## config.mk

```make
export PLATFORM = sky130hd
export DESIGN_NAME = ytnrp_ctrl
export DESIGN_NICKNAME = d
export VERILOG_FILES = /design/src/hw/rtl/ytnrp_pkg.sv /design/src/hw/rtl/ytnrp_ctrl.sv
export VERILOG_INCLUDE_DIRS = /design/src /design/src/hw/rtl
export SDC_FILE = /design/constraint.sdc
export NUM_CORES = 1
export LEC_CHECK = 0
export CAP_MARGIN = 10
export CORE_ASPECT_RATIO = 1.2
export CORE_UTILIZATION = 65
export CTS_CLUSTER_SIZE = 24
export DETAILED_ROUTE_END_ITERATION = 8
export DONT_BUFFER_PORTS = 1
export PLACE_DENSITY_LB_ADDON = 0.15
export SLEW_MARGIN = 25
export SYNTH_ARGS = -nofsm -noshare
export SYNTH_HDL_FRONTEND = slang
export SYNTH_SLANG_ARGS = --single-unit
export TNS_END_PERCENT = 1
```

## constraint.sdc

```tcl
create_clock -name i_clk -period 25 [get_ports i_clk]
set_clock_uncertainty 0.1 [all_clocks]
set_input_delay 5 -clock i_clk [delete_from_list [all_inputs] [get_ports i_clk]]
set_output_delay 5 -clock i_clk [all_outputs]
set_load 0.1 [all_outputs]
```

## src/hw/rtl/yuyv_to_normalized_rgb_planar_core_defines.svh

```systemverilog
// ----------------------------------------------------------------------------
// YUYV to normalised RGB core: assertion macros
// Concurrent checks for simulation; empty when SYNTH is defined.
// ----------------------------------------------------------------------------
`ifndef YUYV_TO_NORMALIZED_RGB_PLANAR_CORE_DEFINES_SVH
`define YUYV_TO_NORMALIZED_RGB_PLANAR_CORE_DEFINES_SVH

`ifndef SYNTH

// Same-cycle implication
`define YTNRP_ASSERT_IMPL(lbl, clk, rst_n, ante, cons) \
    lbl: assert property (@(posedge clk) disable iff (!rst_n) (ante) |-> (cons)) \
        else $error("ytnrp: same-cycle check failed");

// Next-cycle implication
`define YTNRP_ASSERT_NEXT(lbl, clk, rst_n, ante, cons) \
    lbl: assert property (@(posedge clk) disable iff (!rst_n) (ante) |=> (cons)) \
        else $error("ytnrp: next-cycle check failed");

`else

`define YTNRP_ASSERT_IMPL(lbl, clk, rst_n, ante, cons)
`define YTNRP_ASSERT_NEXT(lbl, clk, rst_n, ante, cons)

`endif

`endif

```

## src/hw/rtl/ytnrp_pkg.sv

```systemverilog
// ----------------------------------------------------------------------------
// YUYV to normalised RGB core: shared package
// Types, command and status structs, coefficients and register indexes.
// ----------------------------------------------------------------------------
package ytnrp_pkg;

    localparam int DATA_W    = 24;
    localparam int CFG_DIM_W = 13;
    localparam int REG_IDX_W = 3;

    // Datapath widths (sized for FRAC_BITS up to 24)
    localparam int COEF_W = 26;
    localparam int PROD_W = COEF_W + 8;
    localparam int ACC_W  = 35;
    localparam int DIFF_W = 26;
    localparam int HALF_W = 12;
    localparam int PP_W   = DIFF_W + HALF_W + 1;
    localparam int P_W    = DIFF_W + DATA_W + 1;

    // BT.601 full-range coefficients, Q.24, signs folded in
    localparam logic signed [COEF_W-1:0] COEF_RV     =  26'sd23521657;
    localparam logic signed [COEF_W-1:0] COEF_GU_NEG = -26'sd5773644;
    localparam logic signed [COEF_W-1:0] COEF_GV_NEG = -26'sd11981214;
    localparam logic signed [COEF_W-1:0] COEF_BU     =  26'sd29729227;

    localparam logic [31:0] CLAMP_MAX = 32'hFF00_0000;

    localparam logic [DATA_W-1:0] SAT_POS = 24'h7F_FFFF;
    localparam logic [DATA_W-1:0] SAT_NEG = 24'h80_0000;

    localparam logic [1:0] CH_RED   = 2'd0;
    localparam logic [1:0] CH_GREEN = 2'd1;
    localparam logic [1:0] CH_BLUE  = 2'd2;

    localparam logic [REG_IDX_W-1:0] REG_FRAME_WIDTH   = 3'd0;
    localparam logic [REG_IDX_W-1:0] REG_FRAME_HEIGHT  = 3'd1;
    localparam logic [REG_IDX_W-1:0] REG_MEAN_RED      = 3'd2;
    localparam logic [REG_IDX_W-1:0] REG_MEAN_GREEN    = 3'd3;
    localparam logic [REG_IDX_W-1:0] REG_MEAN_BLUE     = 3'd4;
    localparam logic [REG_IDX_W-1:0] REG_INV_STD_RED   = 3'd5;
    localparam logic [REG_IDX_W-1:0] REG_INV_STD_GREEN = 3'd6;
    localparam logic [REG_IDX_W-1:0] REG_INV_STD_BLUE  = 3'd7;

    typedef logic [2:0][DATA_W-1:0] t_ch24;

    typedef enum logic [3:0] {
        S_IDLE,
        S_LOAD,
        S_MUL2,
        S_CLAMP,
        S_DIV,
        S_FIX,
        S_MLO,
        S_MHI,
        S_RND,
        S_EMIT
    } t_state;

    typedef enum logic [3:0] {
        OP_NONE,
        OP_CAPTURE,
        OP_LOAD,
        OP_MUL2,
        OP_CLAMP,
        OP_DIV,
        OP_FIX,
        OP_MLO,
        OP_MHI,
        OP_RND,
        OP_EMIT
    } t_op;

    typedef struct packed {
        t_op               op;
        logic [1:0]        ch;
        logic              pix;
        logic [DATA_W-1:0] index;
        logic              last;
        logic              fend;
    } t_cmd;

    typedef struct packed {
        logic div_done;
        logic out_free;
    } t_sts;

endpackage

```

## src/hw/rtl/ytnrp_ctrl.sv

```systemverilog
// ----------------------------------------------------------------------------
// YUYV to normalised RGB core: controller
// Sequences the shared datapath over pixels and channels; owns the frame counter.
// ----------------------------------------------------------------------------
`include "yuyv_to_normalized_rgb_planar_core_defines.svh"

module ytnrp_ctrl import ytnrp_pkg::*; #(
    parameter int MAX_WIDTH  = 4096,
    parameter int MAX_HEIGHT = 4096
) (
    input  logic                 i_clk,
    input  logic                 i_rst_n,
    input  logic                 i_in_valid,
    output logic                 o_in_ready,
    input  logic [CFG_DIM_W-1:0] i_frame_width,
    input  logic [CFG_DIM_W-1:0] i_frame_height,
    output t_cmd                 o_cmd,
    input  t_sts                 i_sts
);

    localparam int CNT_W = $clog2(MAX_WIDTH * MAX_HEIGHT);
    localparam int N_W   = $clog2(MAX_WIDTH * MAX_HEIGHT + 1);
    localparam int EXT_W = N_W + 1;
    localparam int DIM_W = CFG_DIM_W + 1;

    t_state             r_state, n_state;
    logic [1:0]         r_ch;
    logic               r_pix;
    logic               r_two;
    logic               r_fend0, r_fend1;
    logic [CNT_W-1:0]   r_idx;
    logic [CNT_W-1:0]   r_cnt;

    logic [DIM_W-1:0]   w_w, w_h;
    logic [2*DIM_W-1:0] w_area;
    logic [EXT_W-1:0]   w_n, w_cnt, w_base, w_idx1, w_idx2;
    logic [CNT_W-1:0]   w_cnt_next;
    logic               w_capture;
    logic [CNT_W-1:0]   w_idx_sel;
    logic [CNT_W+23:0]  w_idx_ext;

    // Frame size, clipped to the supported range
    always_comb begin
        if (i_frame_width == '0) begin
            w_w = DIM_W'(1);
        end else if (DIM_W'(i_frame_width) > DIM_W'(MAX_WIDTH)) begin
            w_w = DIM_W'(MAX_WIDTH);
        end else begin
            w_w = DIM_W'(i_frame_width);
        end
        if (i_frame_height == '0) begin
            w_h = DIM_W'(1);
        end else if (DIM_W'(i_frame_height) > DIM_W'(MAX_HEIGHT)) begin
            w_h = DIM_W'(MAX_HEIGHT);
        end else begin
            w_h = DIM_W'(i_frame_height);
        end
    end

    assign w_area = w_w * w_h;
    assign w_n    = EXT_W'(w_area);
    assign w_cnt  = EXT_W'(r_cnt);
    // restart if a new frame size left the counter outside the frame
    assign w_base = (w_cnt >= w_n) ? '0 : w_cnt;
    assign w_idx1 = w_base + EXT_W'(1);
    assign w_idx2 = w_base + EXT_W'(2);
    assign w_cnt_next = (w_idx2 >= w_n) ? '0 : CNT_W'(w_idx2);

    assign w_capture = i_in_valid && o_in_ready;

    // Next state
    always_comb begin
        n_state = r_state;
        case (r_state)
            S_IDLE:  if (i_in_valid) n_state = S_LOAD;
            S_LOAD:  n_state = (r_ch == CH_GREEN) ? S_MUL2 : S_CLAMP;
            S_MUL2:  n_state = S_CLAMP;
            S_CLAMP: n_state = S_DIV;
            S_DIV:   if (i_sts.div_done) n_state = S_FIX;
            S_FIX:   n_state = S_MLO;
            S_MLO:   n_state = S_MHI;
            S_MHI:   n_state = S_RND;
            S_RND:   n_state = (r_ch == CH_BLUE) ? S_EMIT : S_LOAD;
            S_EMIT: begin
                if (i_sts.out_free) begin
                    n_state = (!r_pix && r_two) ? S_LOAD : S_IDLE;
                end
            end
            default: n_state = S_IDLE;
        endcase
    end

    assign w_idx_sel = r_pix ? (r_idx + CNT_W'(1)) : r_idx;
    assign w_idx_ext = {{24{1'b0}}, w_idx_sel};

    // Outputs
    always_comb begin
        o_in_ready  = 1'b0;
        o_cmd.op    = OP_NONE;
        o_cmd.ch    = r_ch;
        o_cmd.pix   = r_pix;
        o_cmd.index = w_idx_ext[DATA_W-1:0];
        o_cmd.last  = r_pix || !r_two;
        o_cmd.fend  = r_pix ? r_fend1 : r_fend0;
        case (r_state)
            S_IDLE: begin
                o_in_ready = 1'b1;
                if (i_in_valid) o_cmd.op = OP_CAPTURE;
            end
            S_LOAD:  o_cmd.op = OP_LOAD;
            S_MUL2:  o_cmd.op = OP_MUL2;
            S_CLAMP: o_cmd.op = OP_CLAMP;
            S_DIV:   o_cmd.op = OP_DIV;
            S_FIX:   o_cmd.op = OP_FIX;
            S_MLO:   o_cmd.op = OP_MLO;
            S_MHI:   o_cmd.op = OP_MHI;
            S_RND:   o_cmd.op = OP_RND;
            S_EMIT:  if (i_sts.out_free) o_cmd.op = OP_EMIT;
            default: o_cmd.op = OP_NONE;
        endcase
    end

    always_ff @(posedge i_clk) begin
        if (!i_rst_n) begin
            r_state <= S_IDLE;
            r_ch    <= CH_RED;
            r_pix   <= 1'b0;
            r_two   <= 1'b0;
            r_fend0 <= 1'b0;
            r_fend1 <= 1'b0;
            r_idx   <= '0;
            r_cnt   <= '0;
        end else begin
            r_state <= n_state;
            if (w_capture) begin
                r_ch    <= CH_RED;
                r_pix   <= 1'b0;
                r_two   <= (w_idx1 < w_n);
                r_fend0 <= (w_idx1 == w_n);
                r_fend1 <= (w_idx2 == w_n);
                r_idx   <= CNT_W'(w_base);
                r_cnt   <= w_cnt_next;
            end else if (r_state == S_RND && r_ch != CH_BLUE) begin
                r_ch <= r_ch + 2'd1;
            end else if (r_state == S_EMIT && i_sts.out_free && !r_pix && r_two) begin
                r_ch  <= CH_RED;
                r_pix <= 1'b1;
            end
        end
    end

    `YTNRP_ASSERT_NEXT(a_capture_starts, i_clk, i_rst_n, w_capture, r_state == S_LOAD)
    `YTNRP_ASSERT_IMPL(a_emit_has_room, i_clk, i_rst_n, o_cmd.op == OP_EMIT, i_sts.out_free)
    `YTNRP_ASSERT_IMPL(a_second_needs_pair, i_clk, i_rst_n, r_pix, r_two)
    `YTNRP_ASSERT_NEXT(a_div_waits, i_clk, i_rst_n, r_state == S_DIV && !i_sts.div_done, r_state == S_DIV)

endmodule

```

==> impl_summary.txt, run 1 <==
----------------------------------------------------
[Drt]
  Average wire per standard cell ... 18.04 µm
  Detailed-route DRC error count ... 0
  Wirelength, routed ... 29,040 µm
  DRT Pass-1 Iters ... 5
  Total number of vias ... 9,688
  Post-DR vias/cell ... 6.017
  Number of antenna-violating nets in the routed design ... 0
  First-iteration detailed-routing DRC count ... 379

[Place]
  Number of input and output port buffers inserted ... 0
  Detail Placement HPWL ... 24,210 µm
  RD Place Congestion ... 0.9904
  Number of instances in the placed design ... 1,594

[Timing]
  Setup repair after global routing missed its margin ... false
  Fin. Hold Viols ... 0
  Final number of max-transition violations ... 0
  Actual transition at the worst max-transition pin ... 1.076 ns
  Maximum clock rate ... 0.05780 GHz
  Worst slew margin ... 28.24%
  Number of setup violations in the final report ... 0
  Setup TNS Final ... 0 ns
  Final critical path time including I/O delays and setup ... 17.30 ns
  Final cycle utilization of the critical path ... 69.21%

[Hold path]
  Type of the worst min-delay path ... reg2reg

[Layout]
  Register area ... 1161 µm²
  Signed area change from the synthesized netlist to the final layout ... 6.850%
  Post-Layout Cell Count ... 1,610
  Post-layout nets ... 1,687
  Most common cell after layout, fill and taps aside ... sky130_fd_sc_hd__inv_1
  Most used cells in the layout excluding fill and tap cells ... sky130_fd_sc_hd__inv_1 (177), sky130_fd_sc_hd__nor2_1 (168), sky130_fd_sc_hd__ha_1 (146)
  Antenna Diode Count ... 0
  Area of combinational cells with multiple inputs ... 9433 µm²
  Fraction of layout instances using a drive strength above 1 ... 6.098%
  Number of fillers in the final layout ... 1,393

[Global routing]
  First-pass GRT wire length ... 48,600 µm
  Number of antenna violations at the first check in global routing ... 0
  Leftover overflow at the end of global routing ... 0
  Via count of the first global-routing pass ... 10,200
  Largest net degree at the start of global routing ... 51
  Total GRT Usage ... 34.73%

[Clock network]
  Clock root buffer master ... sky130_fd_sc_hd__clkbuf_16
  Post-cts repair resize count ... 0
  Post-CTS setup buffer count ... 0
  CTS tree ... built
  Total number of clock tree sinks ... 58
  Clock transition at the register clock pins on the worst setup and hold paths after CTS ... 0.05 ns
  Maximum clock insertion buffer count ... 2
  Clock insertion delay at the later pin of the skew report ... 0.33 ns
  H-tree Lvls ... 3
  CTS Buf Count ... 9
  Total of hold buffers inserted after clock tree synthesis ... 0

[Logic synthesis]
  Synth Net Count ... 1,724
  Cell area after synthesis ... 11,270 µm²
  Sequential cell area fraction in the yosys report ... 10.30%
  Synthesized netlist cell count ... 1,426
  Fraction of registers with async set/reset ... 0%
  Library cells used by synthesis ... 70
  Count of yosys warnings during synthesis ... 0
  Synth Area per Inst ... 7.903 µm²
  Post-synth top flop ... sky130_fd_sc_hd__dfxtp_1
  Number of enable-type register cells in the synthesized netlist ... 0
  Flip-flop and latch count after synthesis ... 58

[Power]
  Leakage ... 5.921 nW
  Sw Pwr ... 0.2609 mW
  Share of power burned in registers ... 18.2%
  Cell Int Power ... 0.3090 mW
  P per Cell Area ... 47.33 nW/µm²
  Switching share of power ... 45.78%
  Power share of the clock group ... 25.2%
  Proportion of power drawn by combinational gates ... 56.6%
  Worst VDD drop ... 44.28 µV

[Die]
  Core box area ... 16,920 µm²
  Height of the die ... 146.2 µm
  Number of cell rows ... 52
  Starting Density ... 66.62%
  Floorplan die width ... 122.2 µm
  DIE AREA ... 17,870 µm²
  Number of ports placed on the die boundary ... 65

[Critical path]
  Maximum net fanout on the critical path ... 25
  Dominant cell type by count on the critical path ... sky130_fd_sc_hd__fa_1
  Kind of launch point of the worst setup path ... input pin
  Worst Setup Path Type ... in2reg
  Setup crit end kind ... flop
  Data arrival at the endpoint of the critical path ... 17.42 ns
  Worst stage delay on the critical path ... 0.65 ns
  Cell with the largest stage delay on the worst path ... sky130_fd_sc_hd__a2111oi_0
  CP Data Required Time ... 25.12 ns

[Outcome]
  Outcome ... complete, no violations

[Job]
  Total of max-cap violations ... 0

----------------------------------------------------
## state kept, by name, indices dropped and copies added, names as in the netlist
register	count
r_cnt	24
r_idx	24
r_state	4
r_ch	2
r_fend0	1
r_fend1	1
r_pix	1
r_two	1
## cell families after synthesis
kind of cell	synth area share [%]
buf+inv	8.438
fa+ha+maj	37.80
flops	10.30
simple gates	24.00
mux	0.1998
compound gates	12.72
xor+xnor	6.528
## worst max-delay path: cells and delay by family
family                   cells  cell delay, ns
buffers and inverters        3            0.28
adder cells (fa/ha/maj)      9            3.84
AND/OR/NAND/NOR             17            3.29
XOR/XNOR                     2            0.54
AO/OA/AOI/OAI               18            4.45
## stage by stage
stage | hold WS, ns | worst slack, ns | power, mW | area [µm²] | utilization [%]
floorplan | 0.3206 | 8.934 | 0.3580 | 11270 | -
global placement | 0.3474 | 7.764 | 0.4189 | 11600 | 68.57
detailed placement | 0.3627 | 7.392 | 0.4261 | 11690 | 69.10
CTS | 0.3689 | 7.712 | 0.5707 | 12040 | 71.18
global route | 0.3884 | 6.801 | 0.6142 | 12040 | 71.18
finish | 0.3633 | 7.699 | 0.5699 | 12040 | 71.18
## cells in the mapped netlist (3+ instances only)
cell type / count / area share (%)
sky130_fd_sc_hd__a21boi_0: 7 / 0.47
sky130_fd_sc_hd__xor2_1: 41 / 3.2
sky130_fd_sc_hd__a22o_1: 21 / 1.6
sky130_fd_sc_hd__nor4_1: 9 / 0.50
sky130_fd_sc_hd__and3_1: 34 / 1.9
sky130_fd_sc_hd__fa_1: 121 / 21
sky130_fd_sc_hd__o21bai_1: 4 / 0.27
sky130_fd_sc_hd__o211ai_1: 3 / 0.20
sky130_fd_sc_hd__or3_1: 5 / 0.28
sky130_fd_sc_hd__nor3_1: 22 / 0.98
sky130_fd_sc_hd__clkbuf_1: 52 / 1.7
sky130_fd_sc_hd__or2_2: 7 / 0.39
sky130_fd_sc_hd__a31oi_1: 5 / 0.28
sky130_fd_sc_hd__nand3_1: 39 / 1.7
sky130_fd_sc_hd__nand2_1: 136 / 4.5
sky130_fd_sc_hd__inv_1: 177 / 5.9
sky130_fd_sc_hd__o21a_1: 8 / 0.53
sky130_fd_sc_hd__o22ai_1: 3 / 0.17
sky130_fd_sc_hd__and2_1: 22 / 1.2
sky130_fd_sc_hd__o31ai_1: 4 / 0.27
sky130_fd_sc_hd__ha_1: 146 / 16
sky130_fd_sc_hd__a2111oi_0: 4 / 0.31
sky130_fd_sc_hd__nor2b_1: 49 / 2.7
sky130_fd_sc_hd__dfxtp_1: 58 / 10
sky130_fd_sc_hd__o21ai_0: 30 / 1.3
sky130_fd_sc_hd__buf_2: 10 / 0.44
sky130_fd_sc_hd__and4_1: 3 / 0.23
sky130_fd_sc_hd__o32ai_1: 3 / 0.23
sky130_fd_sc_hd__a21o_1: 18 / 1.2
sky130_fd_sc_hd__nand2b_1: 29 / 1.6
sky130_fd_sc_hd__a21oi_1: 69 / 3.1
sky130_fd_sc_hd__nor2_1: 168 / 5.6
sky130_fd_sc_hd__nand4_1: 23 / 1.3
sky130_fd_sc_hd__a211oi_1: 5 / 0.33
sky130_fd_sc_hd__xnor2_1: 43 / 3.3
## per-layer routing
| layer | wire, µm | track usage, % |
|---|---|---|
| met5 | 0 | 0 |
| met4 | 1560 | 19.51 |
| met3 | 1287 | 2.852 |
| met2 | 15070 | 63.17 |
| met1 | 11130 | 39.15 |
## layout make-up
cell class | count | share of cell area (%)
clock inverters | 5 | 0.8313
repair buffers | 19 | 1.330
flip-flops and latches | 58 | 9.643
clock buffers | 11 | 2.099
well taps | 216 | 2.244
multi-input cells | 1124 | 78.34
inverters | 177 | 5.517
## power groups by stage
| stage | logic [mW] | registers [mW] | clock network [mW] |
|---|---|---|---|
| final | 0.323 | 0.104 | 0.143 |
| after global placement | 0.314 | 0.105 | 0 |
| after detailed placement | 0.321 | 0.106 | 0 |
| after floorplan | 0.257 | 0.101 | 0 |
| after global routing | 0.360 | 0.105 | 0.150 |
| after CTS | 0.322 | 0.104 | 0.145 |
## worst paths after layout
check	from	end	slack [ns]	cells after the start
worst max register to register	r_cnt[0]	r_cnt[19]	17.15	31
worst min-delay path	r_two	r_two	0.36	2
worst min register to register	r_two	r_two	0.36	2
worst max-delay path	i_frame_width[7]	r_cnt[19]	7.70	49
No activity file was read; power rests on OpenSTA's default activity.
==> inputs of run 2 (changes only) <==
- clock period: 25 -> 17.5 ns (I/O delays scaled with it)
==> impl_summary.txt, run 2 (synthesized netlist as in run 1, its figures left out) <==
----------------------------------------------------
[Outcome]
  Outcome ... complete, no violations

[Critical path]
  Worst stage delay on the critical path ... 0.73 ns (+0.08 ns)
  Setup crit end kind ... flop
  Kind of launch point of the worst setup path ... input pin
  Maximum net fanout on the critical path ... 25 (unchanged)
  Cell with the largest stage delay on the worst path ... sky130_fd_sc_hd__o311ai_4
  Worst Setup Path Type ... in2reg
  Dominant cell type by count on the critical path ... sky130_fd_sc_hd__fa_1
  Data arrival at the endpoint of the critical path ... 15.88 ns (-1.54 ns)
  CP Data Required Time ... 17.62 ns (-7.50 ns)

[Hold path]
  Type of the worst min-delay path ... reg2reg

[Clock network]
  CTS tree ... built
  Total number of clock tree sinks ... 58 (unchanged)
  Clock insertion delay at the later pin of the skew report ... 0.32 ns (about the same)
  H-tree Lvls ... 3 (unchanged)
  Clock transition at the register clock pins on the worst setup and hold paths after CTS ... 0.05 ns (about the same)
  Post-CTS setup buffer count ... 0 (unchanged)
  Clock root buffer master ... sky130_fd_sc_hd__clkbuf_16
  Post-cts repair resize count ... 0 (unchanged)
  Maximum clock insertion buffer count ... 2 (unchanged)
  Total of hold buffers inserted after clock tree synthesis ... 0 (unchanged)
  CTS Buf Count ... 9 (unchanged)

[Die]
  Floorplan die width ... 122.2 µm (unchanged)
  Number of cell rows ... 52 (unchanged)
  Starting Density ... 66.62% (unchanged)
  Number of ports placed on the die boundary ... 65 (unchanged)
  DIE AREA ... 17,870 µm² (unchanged)
  Core box area ... 16,920 µm² (unchanged)
  Height of the die ... 146.2 µm (unchanged)

[Global routing]
  First-pass GRT wire length ... 48,110 µm (-1.0%)
  Number of antenna violations at the first check in global routing ... 0 (unchanged)
  Largest net degree at the start of global routing ... 51 (unchanged)
  Via count of the first global-routing pass ... 10,020 (-1.8%)
  Leftover overflow at the end of global routing ... 0 (unchanged)
  Total GRT Usage ... 34.36% (-0.37 points)

[Timing]
  Final cycle utilization of the critical path ... 90.08%
  Post-route worst hold slack ... 0.3550 ns (-0.008357 ns)
  Number of setup violations in the final report ... 0 (unchanged)
  Setup TNS Final ... 0 ns (unchanged)
  Final critical-path setup slack ... 1.735 ns (-5.963 ns)
  Actual transition at the worst max-transition pin ... 1.081 ns (+0.004689 ns)
  Final number of max-transition violations ... 0 (unchanged)
  Worst slew margin ... 27.93% (-0.31 points)
  Final critical path time including I/O delays and setup ... 15.76 ns
  Setup repair after global routing missed its margin ... false
  Fin. Hold Viols ... 0 (unchanged)
  Maximum clock rate ... 0.06343 GHz

[Power]
  Worst VDD drop ... 75.16 µV (+70%)
  Leakage ... 5.906 nW (-0.25%)
  P per Cell Area ... 66.31 nW/µm² (+40%)

[Layout]
  Signed area change from the synthesized netlist to the final layout ... 6.628%
  Fraction of layout instances using a drive strength above 1 ... 6.093% (about the same)
  Registers with the most flip-flops ... r_cnt x24, r_idx x24, r_state x4
  Antenna Diode Count ... 0 (unchanged)
  Post-Layout Cell Count ... 1,611 (+0.062%)
  Post-layout nets ... 1,688 (+0.059%)
  Most common cell after layout, fill and taps aside ... sky130_fd_sc_hd__inv_1
  Most used cells in the layout excluding fill and tap cells ... sky130_fd_sc_hd__inv_1 (177), sky130_fd_sc_hd__nor2_1 (168), sky130_fd_sc_hd__ha_1 (146)
  Util after Layout ... 71.04% (-0.15 points)

[Place]
  Worst setup slack after placement ... 1.465 ns (-5.927 ns)
  Detail Placement HPWL ... 24,250 µm (+0.17%)
  RD Place Congestion ... 0.9947 (+0.43%)
  Number of input and output port buffers inserted ... 0 (unchanged)
  Number of instances in the placed design ... 1,595 (+0.063%)

[Drt]
  Average wire per standard cell ... 18.01 µm (-0.17%)
  Total number of vias ... 9,646 (-0.43%)
  Wirelength, routed ... 29,010 µm (-0.11%)
  Met2 Routed Length ... 14,980 µm (-0.58%)
  DRT Pass-1 Iters ... 5 (unchanged)
  Detailed route wirelength on metal3 ... 1389 µm (+7.9%)
  Number of antenna-violating nets in the routed design ... 0 (unchanged)
  First-iteration detailed-routing DRC count ... 462 (+22%)
  Post-DR vias/cell ... 5.988 (-0.50%)
  Uppermost routed layer ... met4
  Detailed-route DRC error count ... 0 (unchanged)
  Met1 Routed Length ... 11,110 µm (about the same)

[Job]
  Total of max-cap violations ... 0 (unchanged)

----------------------------------------------------
-- run 2: path summary, 6_finish.rpt --
kind,from,end,slack [ns],cells past startpoint
max,i_frame_width[11],r_cnt[19],1.74,48
min,r_two,r_two,0.35,2
max reg2reg,r_cnt[0],r_cnt[19],9.63,30
min reg2reg,r_two,r_two,0.35,2
-- run 2: layer usage --
metal  global-route usage, %  up-vias
met5                       0        -
met4                   18.78        0
li1                        -     4631
met1                   39.27     4585
met2                   62.05      340
met3                   2.930       90
-- run 2: critical path: cells and delay by family --
kind                       cells  cell delay [ns]
buffers and inverters          3             0.29
AOI/OAI and AO/OA             17             4.37
adders and majority gates     10             4.17
and+or+nand+nor               16             3.05
xor gates and xnor gates       2             0.46
-- run 2: cell type report --
| class | count | area, µm² |
|---|---|---|
| Sequential cell | 58 | 1161 |
| Fill cell | 1421 | 4900 |
| Clock buffer | 11 | 242.7 |
| Tap cell | 216 | 270.3 |
| Timing Repair Buffer | 20 | 167.7 |
| Inverter | 177 | 664.4 |
| Clock inverter | 5 | 77.57 |
| Multi-Input combinational cell | 1124 | 9433 |
-- run 2: power breakdown --
part,total (mW),switching [mW],leakage [nW],internal (mW)
logic,0.462,0.305,5.28,0.157
registers,0.148,0.0103,0.468,0.138
clock network,0.186,0.0586,0.156,0.128
-- run 2: metrics by stage --
| stage | power, mW | area (µm²) |
|---|---|---|
| 3_5_place_dp | 0.6105 | 11700 |
| 6_report | 0.7968 | 12020 |
| 4_1_cts | 0.7987 | 12020 |
| 2_1_floorplan | 0.5115 | 11270 |
| 5_1_grt | 0.8616 | 12020 |
| 3_3_place_gp | 0.5983 | 11610 |
